<file path="config.mk">
export PLATFORM = sky130hd
export DESIGN_NAME = bsws_obuf_flat
export DESIGN_NICKNAME = d
export VERILOG_FILES = /design/src/design/bsws_pkg.sv /design/src/design/bsws_if.sv /design/src/design/bsws_obuf.sv /design/src/flat_wrapper.sv
export SDC_FILE = /design/constraint.sdc
export NUM_CORES = 1
export LEC_CHECK = 0
export ABC_AREA = 1
export BUFFER_PORTS_ARGS = -buffer_cell sky130_fd_sc_hd__buf_2
export CORE_MARGIN = 1.5
export CORE_UTILIZATION = 51
export CTS_CLUSTER_DIAMETER = 100
export DETAILED_ROUTE_END_ITERATION = 8
export PLACE_DENSITY = 0.9
export SLEW_MARGIN = 20
export SYNTH_ARGS = -nofsm -noshare
export SYNTH_HDL_FRONTEND = slang
export SYNTH_SLANG_ARGS = --single-unit
</file>
<file path="constraint.sdc">
create_clock -name i_clk -period 4.7 [get_ports i_clk]
set_input_delay 0.47 -clock i_clk [delete_from_list [all_inputs] [get_ports i_clk]]
set_output_delay 0.47 -clock i_clk [all_outputs]
set_load 0.01 [all_outputs]
</file>
<file path="src/design/bsws_pkg.sv">
// ----------------------------------------------------------------------------
// bsws_pkg
// Shared types and constants for the bounded stack with swap.
// ----------------------------------------------------------------------------
package bsws_pkg;

    localparam int               OP_W        = 2;
    localparam int               LIMIT_W     = 9;
    localparam logic [LIMIT_W-1:0] LIMIT_RESET = 9'd256;

    typedef enum logic [OP_W-1:0] {
        OP_PUSH = 2'd0,
        OP_POP  = 2'd1,
        OP_SWAP = 2'd2
    } t_op;

    typedef enum logic [2:0] {
        ST_IDLE,
        ST_POP_RD,
        ST_SWAP_RD2,
        ST_SWAP_WR1,
        ST_SWAP_WR2
    } t_state;

    typedef struct packed {
        logic               overflow;
        logic [LIMIT_W-1:0] fill_count;
    } t_res_stat;

endpackage

</file>
<file path="src/design/bsws_if.sv">


interface bsws_out_if #(
    parameter int DATA_WIDTH = 32
);
    logic                         valid;
    logic                         ready;
    logic [DATA_WIDTH-1:0]        pop_value;
    logic                         overflow;
    logic [bsws_pkg::LIMIT_W-1:0] fill_count;

    modport source (output valid, output pop_value, output overflow, output fill_count,
                    input ready);
    modport sink   (input valid, input pop_value, input overflow, input fill_count,
                    output ready);
endinterface

</file>
<file path="src/design/bsws_obuf.sv">
// ----------------------------------------------------------------------------
// bsws_obuf
// Two-entry result buffer between the sequencer and the output channel.
// ----------------------------------------------------------------------------
module bsws_obuf #(
    parameter int DATA_WIDTH = 32
) (
    input  logic                  i_clk,
    input  logic                  i_rst_n,
    input  logic                  i_res_valid,
    input  logic [DATA_WIDTH-1:0] i_res_pop_value,
    input  bsws_pkg::t_res_stat   i_res_stat,
    output logic                  o_res_ready,
    bsws_out_if.source            o_out
);
    import bsws_pkg::*;

    logic                  r_v0, r_v1;
    logic [DATA_WIDTH-1:0] r_val0, r_val1;
    t_res_stat             r_stat0, r_stat1;
    logic                  pop;

    assign pop         = r_v0 && o_out.ready;
    assign o_res_ready = !r_v1;

    always_ff @(posedge i_clk) begin
        if (!i_rst_n) begin
            r_v0 <= 1'b0;
            r_v1 <= 1'b0;
        end else if (pop) begin
            r_v0 <= r_v1 || i_res_valid;
            r_v1 <= r_v1 && i_res_valid;
        end else if (i_res_valid) begin
            r_v0 <= 1'b1;
            r_v1 <= r_v0;
        end
    end

    always_ff @(posedge i_clk) begin
        if (pop) begin
            if (r_v1) begin
                r_val0  <= r_val1;
                r_stat0 <= r_stat1;
                r_val1  <= i_res_pop_value;
                r_stat1 <= i_res_stat;
            end else begin
                r_val0  <= i_res_pop_value;
                r_stat0 <= i_res_stat;
            end
        end else if (i_res_valid) begin
            if (!r_v0) begin
                r_val0  <= i_res_pop_value;
                r_stat0 <= i_res_stat;
            end else begin
                r_val1  <= i_res_pop_value;
                r_stat1 <= i_res_stat;
            end
        end
    end

    assign o_out.valid      = r_v0;
    assign o_out.pop_value  = r_val0;
    assign o_out.overflow   = r_stat0.overflow;
    assign o_out.fill_count = r_stat0.fill_count;

endmodule

</file>
<file path="src/flat_wrapper.sv">
// flat-port wrapper written by rule: the top's interface ports become plain ports
module bsws_obuf_flat import bsws_pkg::*;
#(
    parameter int DATA_WIDTH = 32
)
  (i_clk, i_rst_n, i_res_valid, i_res_pop_value, i_res_stat, o_res_ready, o_out_valid, o_out_pop_value, o_out_overflow, o_out_fill_count, o_out_ready);
  bsws_out_if #(.DATA_WIDTH(DATA_WIDTH)) o_out_i ();
  input  logic i_clk;
  input  logic i_rst_n;
  input  logic i_res_valid;
  input  logic [DATA_WIDTH-1:0] i_res_pop_value;
  input  bsws_pkg::t_res_stat i_res_stat;
  output logic o_res_ready;
  output wire logic [$bits(o_out_i.valid)-1:0] o_out_valid;
  output wire logic [$bits(o_out_i.pop_value)-1:0] o_out_pop_value;
  output wire logic [$bits(o_out_i.overflow)-1:0] o_out_overflow;
  output wire logic [$bits(o_out_i.fill_count)-1:0] o_out_fill_count;
  input wire logic [$bits(o_out_i.ready)-1:0] o_out_ready;
  assign o_out_valid = o_out_i.valid;
  assign o_out_pop_value = o_out_i.pop_value;
  assign o_out_overflow = o_out_i.overflow;
  assign o_out_fill_count = o_out_i.fill_count;
  assign o_out_i.ready = o_out_ready;
  bsws_obuf #(.DATA_WIDTH(DATA_WIDTH)) u_core (.i_clk(i_clk), .i_rst_n(i_rst_n), .i_res_valid(i_res_valid), .i_res_pop_value(i_res_pop_value), .i_res_stat(i_res_stat), .o_res_ready(o_res_ready), .o_out(o_out_i));
endmodule
</file>
# Word-level counts from Yosys, hierarchy flattened

Cells that the tools add are included.

Word-level logic and storage cells: 38
Input port bits: 46
Output and inout port bits: 44
Bits in registers: 86

Multiplexer cells: 20
Reductions and logical operators: 8
Eq/ne operators: 2

Operator list:

| operator                                                        | number |
|---|---|
| 32-bit two-way mux                                              | 8 |
| 10-bit two-way mux                                              | 8 |
| 1-bit two-way mux                                               | 4 |
| 2-bit nonzero test                                              | 2 |
| 3-bit AND reduction                                             | 1 |
| 1-bit logical AND                                               | 2 |
| 2-bit by 1-bit != test with 1-bit output, second input constant | 1 |
| 2-bit != test, second input constant                            | 1 |
| 2-bit AND reduction                                             | 1 |
| 1-bit zero test                                                 | 1 |
| 1-bit logical OR                                                | 1 |

# Longest topological paths before layout

Word-level depth: 3
Depth in mapped cells: 5
Mapped depth without buffers: 5

# Worst setup path before layout

No wires, ideal clock.

Path type: input port to flip-flop
From: input i_res_valid
To: register u_core.r_stat0, in the netlist u_core.o_out.fill_count[0], enable pin
Setup time: 500 ps
Cell stages on the path: 2
Arrival time: 3494 ps
Buffers on the path: 0
Data required time: 4200 ps
Slack: 706 ps
Path through: inv_1 > o21ai_0

Longest elaborated chain between the ends: 2

RTL lines:

| item                                 | RTL line           | RTL |
|---|---|---|
| start: declaration                   | flat_wrapper.sv:10 | `input logic i_res_valid;` |
| 2-bit nonzero test (no source line)  | --                 |  |
| 2-bit AND reduction (no source line) | --                 |  |
| end signal: assignment               | bsws_obuf.sv:43    | `r_stat0 <= r_stat1;` |
| end signal: assignment               | bsws_obuf.sv:48    | `r_stat0 <= i_res_stat;` |
| end signal: assignment               | bsws_obuf.sv:53    | `r_stat0 <= i_res_stat;` |
| end: declaration                     | bsws_obuf.sv:20    | `t_res_stat r_stat0, r_stat1;` |

No other way between the ends.
A chain may end at the register's enable or synchronous reset.

# Worst setup path in the final report

From: register u_core.r_v0, in the netlist u_core.o_out.valid
To: register u_core.r_stat1[1] (netlist bit), enable pin

Longest elaborated chain between the ends: 3
Elaborated cells between the ends (all ways): 5
Those cells by class: 1 x eq/ne; 4 x reduce/logical

RTL lines:

| item                                                                                            | RTL line        | RTL |
|---|---|---|
| start: declaration                                                                              | bsws_obuf.sv:18 | `logic r_v0, r_v1;` |
| start signal: assignment                                                                        | bsws_obuf.sv:31 | `r_v0 <= r_v1 \|\| i_res_valid;` |
| 1-bit logical AND                                                                               | bsws_obuf.sv:23 | `assign pop = r_v0 && o_out.ready;` |
| 2-bit by 1-bit != test with 1-bit output (no source line) or 2-bit nonzero test (tied branches) | --              |  |
| 3-bit AND reduction (no source line) (*)                                                        | --              |  |
| end signal: assignment                                                                          | bsws_obuf.sv:45 | `r_stat1 <= i_res_stat;` |
| end signal: assignment                                                                          | bsws_obuf.sv:56 | `r_stat1 <= i_res_stat;` |
| end: declaration                                                                                | bsws_obuf.sv:20 |  |

Mark *: on every way between the ends. The rest lies on a longest branch, timed or not.

==> results.cfg <==
[critical_path]
slowest_stage = buf_4
start_kind = flop
crit_chain = nand3_4, a22oi_2, buf_4
cp_max_fo = 45
cp-end-kind = flop
max_stage_delay_ns = 0.51
critical_path.top_delay_family = buffers and inverters
path_class = flop to flop
arrival_ns = 2.06
crit_required_ns = 4.68
cp_num_buf_inv = 1

[sta]
min_period_ns = 2.081
setup_violations = 0
post-route-period-util_pct = 44.27
setup_tns_ns = 0
relSlewSlack_pct = 54.38
rsz0062_at_grt = no
hold_viol_final = 0
slew_violations = 0
tightest_slew_ns = 0.6833
fmaxAchievable_ghz = 0.4806
fin_skew_ns = 0.006007

[yosys]
yosysSeqAreaShare_pct = 80.88
yosysWarnings = 0
synth_seq_cells = 86
netlist_instances = 236
ys_top_cells_by_area = edfxtp_1, nand2_1, dfxtp_1
synth_most_common_cell = nand2_1
async_reset_ff_share_pct = 0
syn_area_mm2 = 0.003168
syn_nets = 282
synth_ff_type = edfxtp_1
ys_types = 12
synth-edff-count = 84
synth_top_area_share_pct = 79.62
syn_area_per_cell_um2 = 13.42
synthTopCellsByCount = nand2_1, edfxtp_1, inv_1
yosys.area.top_type = edfxtp_1

[cts]
postCtsHoldBufs = 0
clkLatencyLatePin_ns = 0.34
cts_tree = built
root_buffer = clkbuf_8
post-cts-setup-buffers = 0
clk_pin_slew_ns = 0.08
htreeDepth = 3
numCtsBuffers = 9
cts-resized-gates = 0
clock_sinks = 86
clockBufferDepth = 2

[global_route]
grt_usage_pct = 17.83
grt-ovfl-total = 0
antenna_found_initial = 0
grt_pass1_wl_um = 8473
grt_max_degree = 46
grt_pass1_vias = 1851

[finish]
fill_cells = 473
antennaDiodeCount = 0
drive_above_1_share_pct = 32.34
stdcell_count = 409
regArea_mm2 = 0.002562
nets = 376
multi_input_area_um2 = 549.3
syn2layout_area_growth_pct = 23.58

[placement]
dp.cells = 394
gp_congestion = 0.6697
io_buffers = 89
dp_hpwl_um = 3583

[floorplan]
die_area_mm2 = 0.006694
die_h_um = 81.82
core_mm2 = 0.005956
pin_count = 90
fp.dieW_um = 81.82
start_util_pct = 53.19
fp-row-count = 28

[route]
via_per_inst = 4.819
num_vias = 1971
wl_per_cell_um = 13.67
drt_iter0_markers = 154
wirelength_um = 5590
first_pass_iters = 4
ant_nets = 0
drcViolationCount = 0

[power_and_ir_drop]
swShare_pct = 19.95
p_seq_share_pct = 56.3
p_switching_uw = 318.3
pwr-share-clk_pct = 37.0
p_comb_share_pct = 6.7
p_leak_nw = 1.684
p_per_area_mw_per_mm2 = 407.5
p_int_mw = 1.277
peakVddDrop_mv = 0.2397

[hold_path]
min_path_type = input port to flop

[outcome]
status = finished clean

[flow_run]
maxCapViolations = 0
[power by group through the flow]
| stage | Combinational (mW) | Clock [mW] | Sequential [mW] |
|---|---|---|---|
| after global placement | 0.104 | 0 | 0.914 |
| after floorplan | 0.0322 | 0 | 0.933 |
| after CTS | 0.109 | 0.599 | 0.898 |
| final | 0.107 | 0.591 | 0.898 |
| after detailed placement | 0.108 | 0 | 0.916 |
| after global routing | 0.120 | 0.630 | 0.902 |
[routing by layer]
metal  vias to the layer above  part of all wire (%)  global-route usage (%)
met3                        11                   6.4                   4.333
met1                       902                    41                   22.71
met5                         -                     0                       0
met2                        78                    51                   28.36
li1                        980                     -                       -
met4                         0                   2.0                   9.322
[path summary, 6_finish.rpt]
kind | from | end | slack, ns | cells past startpoint
max reg2reg | u_core.o_out.valid$_SDFFE_PN0P_ | u_core.r_stat1[1]$_DFFE_PP_ | 2.62 | 3
min | i_res_pop_value[11] | u_core.r_val1[11]$_DFFE_PP_ | 0.32 | 1
max | u_core.o_out.valid$_SDFFE_PN0P_ | u_core.r_stat1[1]$_DFFE_PP_ | 2.62 | 3
min reg2reg | u_core.r_val1[20]$_DFFE_PP_ | u_core.o_out.pop_value[20]$_DFFE_PP_ | 0.52 | 2
[worst reg2reg max path, cell delays in order, from the launching register on]
cell,delay [ns]
dfxtp_1,0.48
nand3_4,0.45
a22oi_2,0.27
buf_4,0.51
[kinds of logic after synthesis]
logic type,after synthesis,synth area share (%)
AO/OA/AOI/OAI,4,0.7108
AND/OR/NAND/NOR,132,16.11
flip-flops,86,80.88
buffers and inverters,14,2.291
[placed cells by master (no fill, tap or decap)]
master	netlist	layout
a21oi_1	1	1
a22oi_2	0	1
buf_2	4	89
buf_4	4	2
bufinv_16	0	3
clkbuf_1	0	1
clkbuf_8	0	9
clkinv_1	0	1
clkinv_2	0	1
dfxtp_1	2	2
edfxtp_1	84	84
inv_1	5	5
inv_2	1	1
nand2_1	130	130
nand3_1	1	1
nand3_4	1	1
o21ai_0	2	1
o21ai_4	0	1
[metrics by stage]
step           instance area (um2)  power (mW)  hold slack [ns]  worst slack [ns]  util (%)
2_1_floorplan                 3168      0.9654           0.4874            0.7063         -
3_3_place_gp                  3689       1.018           0.4930             2.570     61.93
3_5_place_dp                  3689       1.024           0.4965             2.502     61.93
4_1_cts                       3915       1.606           0.3007             2.583     65.74
5_1_grt                       3915       1.652           0.2979             2.460     65.74
6_report                      3915       1.596           0.3170             2.619     65.74
[cell type report]
| cell class | instances | area share [%] |
|---|---|---|
| well taps | 75 | 2.397 |
| inverters | 6 | 0.5753 |
| repair buffers | 91 | 11.76 |
| clock buffers | 10 | 3.260 |
| flip-flops and latches | 86 | 65.45 |
| multi-input cells | 136 | 14.03 |
| clock inverters | 5 | 2.525 |
[registers in the layout, indices dropped and copies added (netlist names)]
signal and cells:
u_core.o_out.fill_count 9, u_core.o_out.overflow 1, u_core.o_out.pop_value 32, u_core.o_out.valid 1
u_core.r_stat1 10, u_core.r_v1 1, u_core.r_val1 32
No activity file was read; power rests on OpenSTA's default activity.
