### config.mk
export PLATFORM = sky130hd
export DESIGN_NAME = bsws_ctrl_flat
export DESIGN_NICKNAME = d
export VERILOG_FILES = /design/src/design/bsws_pkg.sv /design/src/design/bsws_if.sv /design/src/design/bsws_ctrl.sv /design/src/flat_wrapper.sv
export SDC_FILE = /design/constraint.sdc
export NUM_CORES = 1
export LEC_CHECK = 0
export BUFFER_PORTS_ARGS = -buffer_cell sky130_fd_sc_hd__buf_2
export CORE_MARGIN = 8
export CORE_UTILIZATION = 45
export DETAILED_ROUTE_END_ITERATION = 6
export PLACE_DENSITY = 0.78
export SYNTH_ARGS = -nofsm -noshare
export SYNTH_HDL_FRONTEND = slang
export SYNTH_SLANG_ARGS = --single-unit
### constraint.sdc
create_clock -name i_clk -period 2.56 [get_ports i_clk]
set_input_delay 0.256 -clock i_clk [delete_from_list [all_inputs] [get_ports i_clk]]
set_output_delay 0.256 -clock i_clk [all_outputs]
set_load 0.01 [all_outputs]
### src/design/bsws_pkg.sv
// ----------------------------------------------------------------------------
// bsws_pkg
// Shared types and constants for the bounded stack with swap.
// ----------------------------------------------------------------------------
package bsws_pkg;

    localparam int               OP_W        = 2;
    localparam int               LIMIT_W     = 9;
    localparam logic [LIMIT_W-1:0] LIMIT_RESET = 9'd256;

    typedef enum logic [OP_W-1:0] {
        OP_PUSH = 2'd0,
        OP_POP  = 2'd1,
        OP_SWAP = 2'd2
    } t_op;

    typedef enum logic [2:0] {
        ST_IDLE,
        ST_POP_RD,
        ST_SWAP_RD2,
        ST_SWAP_WR1,
        ST_SWAP_WR2
    } t_state;

    typedef struct packed {
        logic               overflow;
        logic [LIMIT_W-1:0] fill_count;
    } t_res_stat;

endpackage

### src/design/bsws_if.sv
// ----------------------------------------------------------------------------
// bsws_if
// Valid/ready channel interfaces for stack operations and results.
// ----------------------------------------------------------------------------
interface bsws_in_if #(
    parameter int DATA_WIDTH = 32
);
    logic                     valid;
    logic                     ready;
    logic [bsws_pkg::OP_W-1:0] op;
    logic [DATA_WIDTH-1:0]    push_value;

    modport source (output valid, output op, output push_value, input ready);
    modport sink   (input valid, input op, input push_value, output ready);
endinterface


### src/design/bsws_ctrl.sv
// ----------------------------------------------------------------------------
// bsws_ctrl
// Operation sequencer: fill count, depth limit and read-modify-write of the
// stack store.
// ----------------------------------------------------------------------------
module bsws_ctrl #(
    parameter int   DEPTH      = 256,
    parameter int   DATA_WIDTH = 32,
    localparam int  ADDR_W     = $clog2(DEPTH)
) (
    input  logic                            i_clk,
    input  logic                            i_rst_n,
    input  logic                            i_cfg_we,
    input  logic [bsws_pkg::LIMIT_W-1:0]    i_cfg_wdata,
    bsws_in_if.sink                         i_in,
    output logic                            o_res_valid,
    output logic [DATA_WIDTH-1:0]           o_res_pop_value,
    output bsws_pkg::t_res_stat             o_res_stat,
    input  logic                            i_res_ready,
    output logic                            o_mem_we,
    output logic [ADDR_W-1:0]               o_mem_waddr,
    output logic [DATA_WIDTH-1:0]           o_mem_wdata,
    output logic                            o_mem_re,
    output logic [ADDR_W-1:0]               o_mem_raddr,
    input  logic [DATA_WIDTH-1:0]           i_mem_rdata
);
    import bsws_pkg::*;

    t_state               r_state, n_state;
    logic [LIMIT_W-1:0]   r_count, n_count;
    logic [LIMIT_W-1:0]   r_limit;
    logic [DATA_WIDTH-1:0] r_top, n_top;
    logic                 accept;
    logic                 full;
    logic [LIMIT_W-1:0]   cnt_m1;
    logic [LIMIT_W-1:0]   cnt_m2;

    assign accept = i_in.valid && i_in.ready;
    assign full   = (r_count >= r_limit) || (32'(r_count) >= 32'(DEPTH));
    assign cnt_m1 = r_count - LIMIT_W'(1);
    assign cnt_m2 = r_count - LIMIT_W'(2);

    always_ff @(posedge i_clk) begin
        if (!i_rst_n) begin
            r_state <= ST_IDLE;
            r_count <= '0;
            r_limit <= LIMIT_RESET;
        end else begin
            r_state <= n_state;
            r_count <= n_count;
            if (i_cfg_we) begin
                r_limit <= i_cfg_wdata;
            end
        end
    end

    always_ff @(posedge i_clk) begin
        r_top <= n_top;
    end

    always_comb begin
        n_state         = r_state;
        n_count         = r_count;
        n_top           = r_top;
        i_in.ready      = 1'b0;
        o_res_valid     = 1'b0;
        o_res_pop_value = '0;
        o_res_stat      = '{overflow: 1'b0, fill_count: r_count};
        o_mem_we        = 1'b0;
        o_mem_waddr     = ADDR_W'(r_count);
        o_mem_wdata     = i_in.push_value;
        o_mem_re        = 1'b0;
        o_mem_raddr     = ADDR_W'(cnt_m1);

        case (r_state)
            ST_IDLE: begin
                i_in.ready = i_res_ready;
                if (accept) begin
                    case (t_op'(i_in.op))
                        OP_PUSH: begin
                            o_res_valid = 1'b1;
                            if (full) begin
                                o_res_stat.overflow = 1'b1;
                            end else begin
                                o_mem_we                = 1'b1;
                                n_count                 = r_count + LIMIT_W'(1);
                                o_res_stat.fill_count   = n_count;
                            end
                        end
                        OP_POP: begin
                            if (r_count == '0) begin
                                o_res_valid = 1'b1;
                            end else begin
                                o_mem_re = 1'b1;
                                n_count  = cnt_m1;
                                n_state  = ST_POP_RD;
                            end
                        end
                        OP_SWAP: begin
                            if (r_count < LIMIT_W'(2)) begin
                                o_res_valid = 1'b1;
                            end else begin
                                o_mem_re = 1'b1;
                                n_state  = ST_SWAP_RD2;
                            end
                        end
                        default: begin
                            o_res_valid = 1'b1;
                        end
                    endcase
                end
            end
            ST_POP_RD: begin
                o_res_valid     = 1'b1;
                o_res_pop_value = i_mem_rdata;
                n_state         = ST_IDLE;
            end
            ST_SWAP_RD2: begin
                n_top       = i_mem_rdata;
                o_mem_re    = 1'b1;
                o_mem_raddr = ADDR_W'(cnt_m2);
                n_state     = ST_SWAP_WR1;
            end
            ST_SWAP_WR1: begin
                o_mem_we    = 1'b1;
                o_mem_waddr = ADDR_W'(cnt_m1);
                o_mem_wdata = i_mem_rdata;
                n_state     = ST_SWAP_WR2;
            end
            ST_SWAP_WR2: begin
                o_mem_we    = 1'b1;
                o_mem_waddr = ADDR_W'(cnt_m2);
                o_mem_wdata = r_top;
                o_res_valid = 1'b1;
                n_state     = ST_IDLE;
            end
            default: begin
                n_state = ST_IDLE;
            end
        endcase
    end

endmodule

### src/flat_wrapper.sv
// flat-port wrapper written by rule: the top's interface ports become plain ports
module bsws_ctrl_flat import bsws_pkg::*;
#(
    parameter int   DEPTH      = 256,
    parameter int   DATA_WIDTH = 32,
    localparam int  ADDR_W     = $clog2(DEPTH)
)
  (i_clk, i_rst_n, i_cfg_we, i_cfg_wdata, o_res_valid, o_res_pop_value, o_res_stat, i_res_ready, o_mem_we, o_mem_waddr, o_mem_wdata, o_mem_re, o_mem_raddr, i_mem_rdata, i_in_valid, i_in_op, i_in_push_value, i_in_ready);
  bsws_in_if #(.DATA_WIDTH(DATA_WIDTH)) i_in_i ();
  input  logic i_clk;
  input  logic i_rst_n;
  input  logic i_cfg_we;
  input  logic [bsws_pkg::LIMIT_W-1:0] i_cfg_wdata;
  output logic o_res_valid;
  output logic [DATA_WIDTH-1:0] o_res_pop_value;
  output bsws_pkg::t_res_stat o_res_stat;
  input  logic i_res_ready;
  output logic o_mem_we;
  output logic [ADDR_W-1:0] o_mem_waddr;
  output logic [DATA_WIDTH-1:0] o_mem_wdata;
  output logic o_mem_re;
  output logic [ADDR_W-1:0] o_mem_raddr;
  input  logic [DATA_WIDTH-1:0] i_mem_rdata;
  input wire logic [$bits(i_in_i.valid)-1:0] i_in_valid;
  input wire logic [$bits(i_in_i.op)-1:0] i_in_op;
  input wire logic [$bits(i_in_i.push_value)-1:0] i_in_push_value;
  output wire logic [$bits(i_in_i.ready)-1:0] i_in_ready;
  assign i_in_i.valid = i_in_valid;
  assign i_in_i.op = i_in_op;
  assign i_in_i.push_value = i_in_push_value;
  assign i_in_ready = i_in_i.ready;
  bsws_ctrl #(.DEPTH(DEPTH), .DATA_WIDTH(DATA_WIDTH)) u_core (.i_clk(i_clk), .i_rst_n(i_rst_n), .i_cfg_we(i_cfg_we), .i_cfg_wdata(i_cfg_wdata), .i_in(i_in_i), .o_res_valid(o_res_valid), .o_res_pop_value(o_res_pop_value), .o_res_stat(o_res_stat), .i_res_ready(i_res_ready), .o_mem_we(o_mem_we), .o_mem_waddr(o_mem_waddr), .o_mem_wdata(o_mem_wdata), .o_mem_re(o_mem_re), .o_mem_raddr(o_mem_raddr), .i_mem_rdata(i_mem_rdata));
endmodule
=== Yosys cells after proc, flatten, opt, wreduce, memory -nomap -nowiden ===
Cells that the tools add are included.
Widths: inputs -> output; s select.

* Word-level logic and storage cells: 62
* Bits of input ports: 80
* Output and inout bits: 94
* Register bits: 53

* Equality and inequality tests: 11
* Reduce and logical (&&, ||, !) cells: 10
* Add/subtract/negate cells: 3
* Muxes and demuxes: 31
* Order comparisons: 3

{| class="wikitable"
|+ Operator list
! cell !! number
|-
| $pmux 32 s2 || 1
|-
| $mux 32 || 1
|-
| $mux 10 || 3
|-
| $mux 9 || 2
|-
| $pmux 9 s2 || 1
|-
| $pmux 8 s2 || 1
|-
| $mux 1 || 11
|-
| $pmux 1 s2 || 5
|-
| $add 9x1->9 const B || 1
|-
| $ge 9x9->1 || 1
|-
| $ge 9x9->1 const B || 1
|-
| $logic_not 9->1 || 1
|-
| $lt 9x2->1 const B || 1
|-
| $mux 3 || 3
|-
| $ne 3x3->1 const B || 3
|-
| $pmux 3 s3 || 1
|-
| $sub 9x1->9 const B || 1
|-
| $mux 8 || 1
|-
| $reduce_and 4->1 || 2
|-
| $sub 8x2->8 const B || 1
|-
| $eq 3x2->1 const B || 2
|-
| $pmux 3 s2 || 1
|-
| $reduce_or 2->1 || 2
|-
| $eq 3x1->1 const B || 1
|-
| other kinds (10) || 10
|}

=== Longest topological paths before layout ===
* Depth in word-level cells: 6
* Depth in mapped cells: 9
* Gate-level depth less buffers: 7

=== Worst setup path before layout ===
Ideal clock, no wire load.

* Path kind: register to output
* Start point: register u_core.r_count[0]
* End point: output o_res_stat[3] in the netlist's numbering
* Slack: 0.160 ns
* Data arrival time: 2.144 ns
* Path buffers: 2
* Cell stages (with the launch flop): 10
* Required time: 2.304 ns
* Cells stage by stage: dfxtp_1 > buf_2 > inv_1 > ha_1 > nor2b_1 > o21ai_0 > a211oi_2 > buf_2 > nand4_1 > xnor2_1

{| class="wikitable"
|+ RTL lines
! what !! RTL line !! RTL
|-
| start: declaration || bsws_ctrl.sv:30 || <nowiki>logic [LIMIT_W-1:0] r_count, n_count;</nowiki>
|-
| start signal: assignment || bsws_ctrl.sv:50 || <nowiki>r_count <= n_count;</nowiki>
|-
| end: declaration || flat_wrapper.sv:16 || <nowiki>output bsws_pkg::t_res_stat o_res_stat;</nowiki>
|}

==> impl_metrics.toml <==
[status]
status = "finished, final reports clean"

[cells_and_area]
post-route-util_pct = 62.1
drive_gt1_share_pct = 37.5
synthToLayoutAreaGrowth_pct = 33.4
finish.instance_area_sq_um = 5130
diodes = 0
nets = 734

[die]
die-area_sq_um = 11800
core_sq_um = 8260
initial_core_util_pct = 46.6
fp.dieW_microns = 108
num_io_pins = 174
rows = 33
fp.dieH_microns = 108

[placed_design]
place.gp.congestion = 0.952
hpwl_mm = 10.3
port_buffers = 173
placed_area_sq_um = 4910

[global_routing]
grt_pass1_vias = 4026
grt_max_degree = 39
globalRouteTotalUtil_pct = 21.2
grt_overflow = 0
grt_pass1_wl_mm = 20.4
antenna_found_initial = 0

[critical_path]
critical_path_buf_inv_count = 2
arrival_ns = 2.22
crit_path_max_incr_delay_ns = 0.36
r2r-end = "u_core.r_count[4]$_SDFFE_PN0P_"
cp_top_family = "compound AO/OA/AOI/OAI gates"
endpoint_kind = "output port"
cp_cell_sequence = "ha_4 > a211oi_4 > o21ai_2 > a211oi_2 > buf_6 > nand4_1 > xnor2_1 > buf_2"
critPathMaxFanout = 5
crit_type = "flop to output port"
reg2reg_slack_ns = 0.24
required_ns = 2.30
cp_num_cells = 8
rr_startpoint = "u_core.r_limit[8]$_SDFFE_PN1P_"
cpMaxStageDelayCell = "dfxtp_2"
rr_worst_depth = 7
start_kind = "flop"

[logic_synthesis]
synth_cells = 456
synthArstFlopShare_pct = 0
ys_types = 56
synth_edf_count = 32
synthesis.nets = 554
netlist_top_cells_area = "edfxtp_1 (25%), dfxtp_1 (11%), nand2_1 (8.9%)"
synth_area_sq_um = 3850
avgSynthCellArea_sq_um = 8.43
synth_warnings = 0
synth_top_area_share_pct = 25.0
ys_seq_area_share_pct = 35.9
synth_ff_type = "edfxtp_1"
synth-seq-cells = 53
yosysTopAreaCell = "edfxtp_1"

[drt]
dr_wl_met3_mm = 1.24
detail_route.vias_per_cell = 5.53
met1Wirelength_mm = 5.37
vias = 4103
highest_layer = "met4"
wl_met2_mm = 6.49
drt_iter0_markers = 368
dr.pass1.iters = 5
wl_per_cell_microns = 17.9
routed_wirelength_mm = 13.3
antenna_left = 0
drc = 0

[clock_network]
hold_buffers = 0
cts-htree-levels = 2
clockBufferDepth = 2
path_clk_slew_ns = 0.10
clock_latency_ns = 0.30
cts.sinks = 53
cts_tree = "built"
cts-buffers-inserted = 5
cts-root-buf = "clkbuf_8"

[worst_hold_path]
holdPathStages = 1
hp-class = "input pin to flop"
min_from = "i_mem_rdata[27]"
min_to = "u_core.r_top[27]$_DFFE_PP_"

[timing]
finalCritPeriodShare_pct = 96.6
finClkSkew_ns = 0.00683
tightest_slew_ns = 0.664
fin_setup_tns_ns = 0
relSlewSlack_pct = 55.2
setup_viol_count_final = 0
period_needed_ns = 2.47
hold_viol = 0
slew_violations = 0
whs_ns = 0.147
fmaxAchievable_mhz = 404

[power]
pwr-share-comb_pct = 45.4
p_clk_share_pct = 18.3
p_per_area_nw_per_um2 = 526
p_int_uw = 1680
seqPwrFrac_pct = 36.3
p_sw_uw = 1030
swShare_pct = 38.0
leakagePower_uw = 0.00248
irDropWorstVdd_mv = 0.238

[flow_run]
max-cap-violations = 0
[layout by cell type, fill, tap and decap left out, types with 11 or more instances in the layout]
cell type and n:
buf_2 173, nand2_1 90, and2_1 36, a22oi_1 33
edfxtp_1 32, buf_4 29, xnor2_1 17, dfxtp_1 16
inv_1 15, nor2_1 15, ha_1 15, nand3_1 14
nor2b_1 13, mux2i_1 12, nand4_1 11
[power groups by stage]
stage / registers, uW / logic, uW / clock network (uW)
6_report: 982 / 1230 / 494
5_1_grt: 986 / 1340 / 546
4_1_cts: 972 / 1110 / 509
3_5_place_dp: 991 / 1100 / 0
3_3_place_gp: 985 / 1080 / 0
2_1_floorplan: 989 / 658 / 0
[cell type report]
| type | instances | area [sq um] |
|---|---|---|
| multi-input combinational | 357 | 2360 |
| clock inverter | 3 | 26.3 |
| sequential | 53 | 1390 |
| fill | 747 | 3130 |
| tap | 105 | 131 |
| timing repair buffer | 203 | 1090 |
| clock buffer | 5 | 68.8 |
| inverter | 16 | 60.1 |
[timing repair]
| action | 4_1_cts | 5_1_grt |
|---|---|---|
| pin swaps | 0 | 7 |
| setup buffers | 0 | 5 |
| setup endpoints to repair | 10 | 10 |
| resized for setup | 3 | 19 |
| gates cloned | 0 | 1 |
[synthesized netlist by cell type (7+ instances only)]
cell,number
ha_1,18
and2_1,36
nand4_1,11
edfxtp_1,32
nor2b_1,13
a22oi_1,33
nand2b_1,7
dfxtp_1,21
nor2_1,16
a21oi_1,9
nand2_1,91
clkbuf_1,20
mux2i_1,12
nand3_1,14
inv_1,16
xnor2_1,17
o21ai_0,13
[how the worst max path moves through the flow]
stage                                         from             to
floorplan           u_core.r_count[0]$_SDFFE_PN0P_  o_res_stat[3]
global placement    u_core.r_limit[6]$_SDFFE_PN0P_  o_res_stat[1]
detailed placement  u_core.r_limit[6]$_SDFFE_PN0P_  o_res_stat[1]
CTS                 u_core.r_limit[6]$_SDFFE_PN0P_  o_res_stat[1]
global route        u_core.r_limit[6]$_SDFFE_PN0P_  o_res_stat[3]
finish              u_core.r_count[6]$_SDFFE_PN0P_  o_res_stat[3]
[routing by layer]
metal	GRT usage, %	vias to the layer above
met3	3.81	21
li1	-	1981
met5	0	-
met1	27.5	1872
met2	35.4	229
met4	5.87	0
[flip-flops by register name, indices dropped and copies added, names as in the netlist]
register,cells
u_core.r_limit,9
u_core.r_state,3
u_core.r_count,9
u_core.r_top,32
[logic make-up after synthesis]
logic type	count (synthesis)	share of synthesized area, %
AND/OR/NAND/NOR	220	29.5
buffers and inverters	46	4.88
adder cells (fa/ha/maj)	18	5.86
flip-flops	53	35.9
XOR/XNOR	20	4.55
multiplexers	12	3.12
AO/OA/AOI/OAI	87	16.2
[stage by stage]
step / worst slack (ns) / cells / total power (uW)
floorplan: 0.160 / 456 / 1650
global placement: 0.318 / 728 / 2070
detailed placement: 0.191 / 728 / 2090
CTS: 0.00506 / 736 / 2590
global route: -0.0260 / 742 / 2870
finish: 0.0878 / 742 / 2700
[worst register-to-register path, cell delays in order, from the launching register on]
cell	delay (ns)
dfxtp_1	0.33
inv_1	0.06
ha_1	0.33
nand4_1	0.14
o31ai_1	0.36
a211oi_1	0.15
buf_4	0.18
o311ai_0	0.61
(Power assumes the default switching activity.)
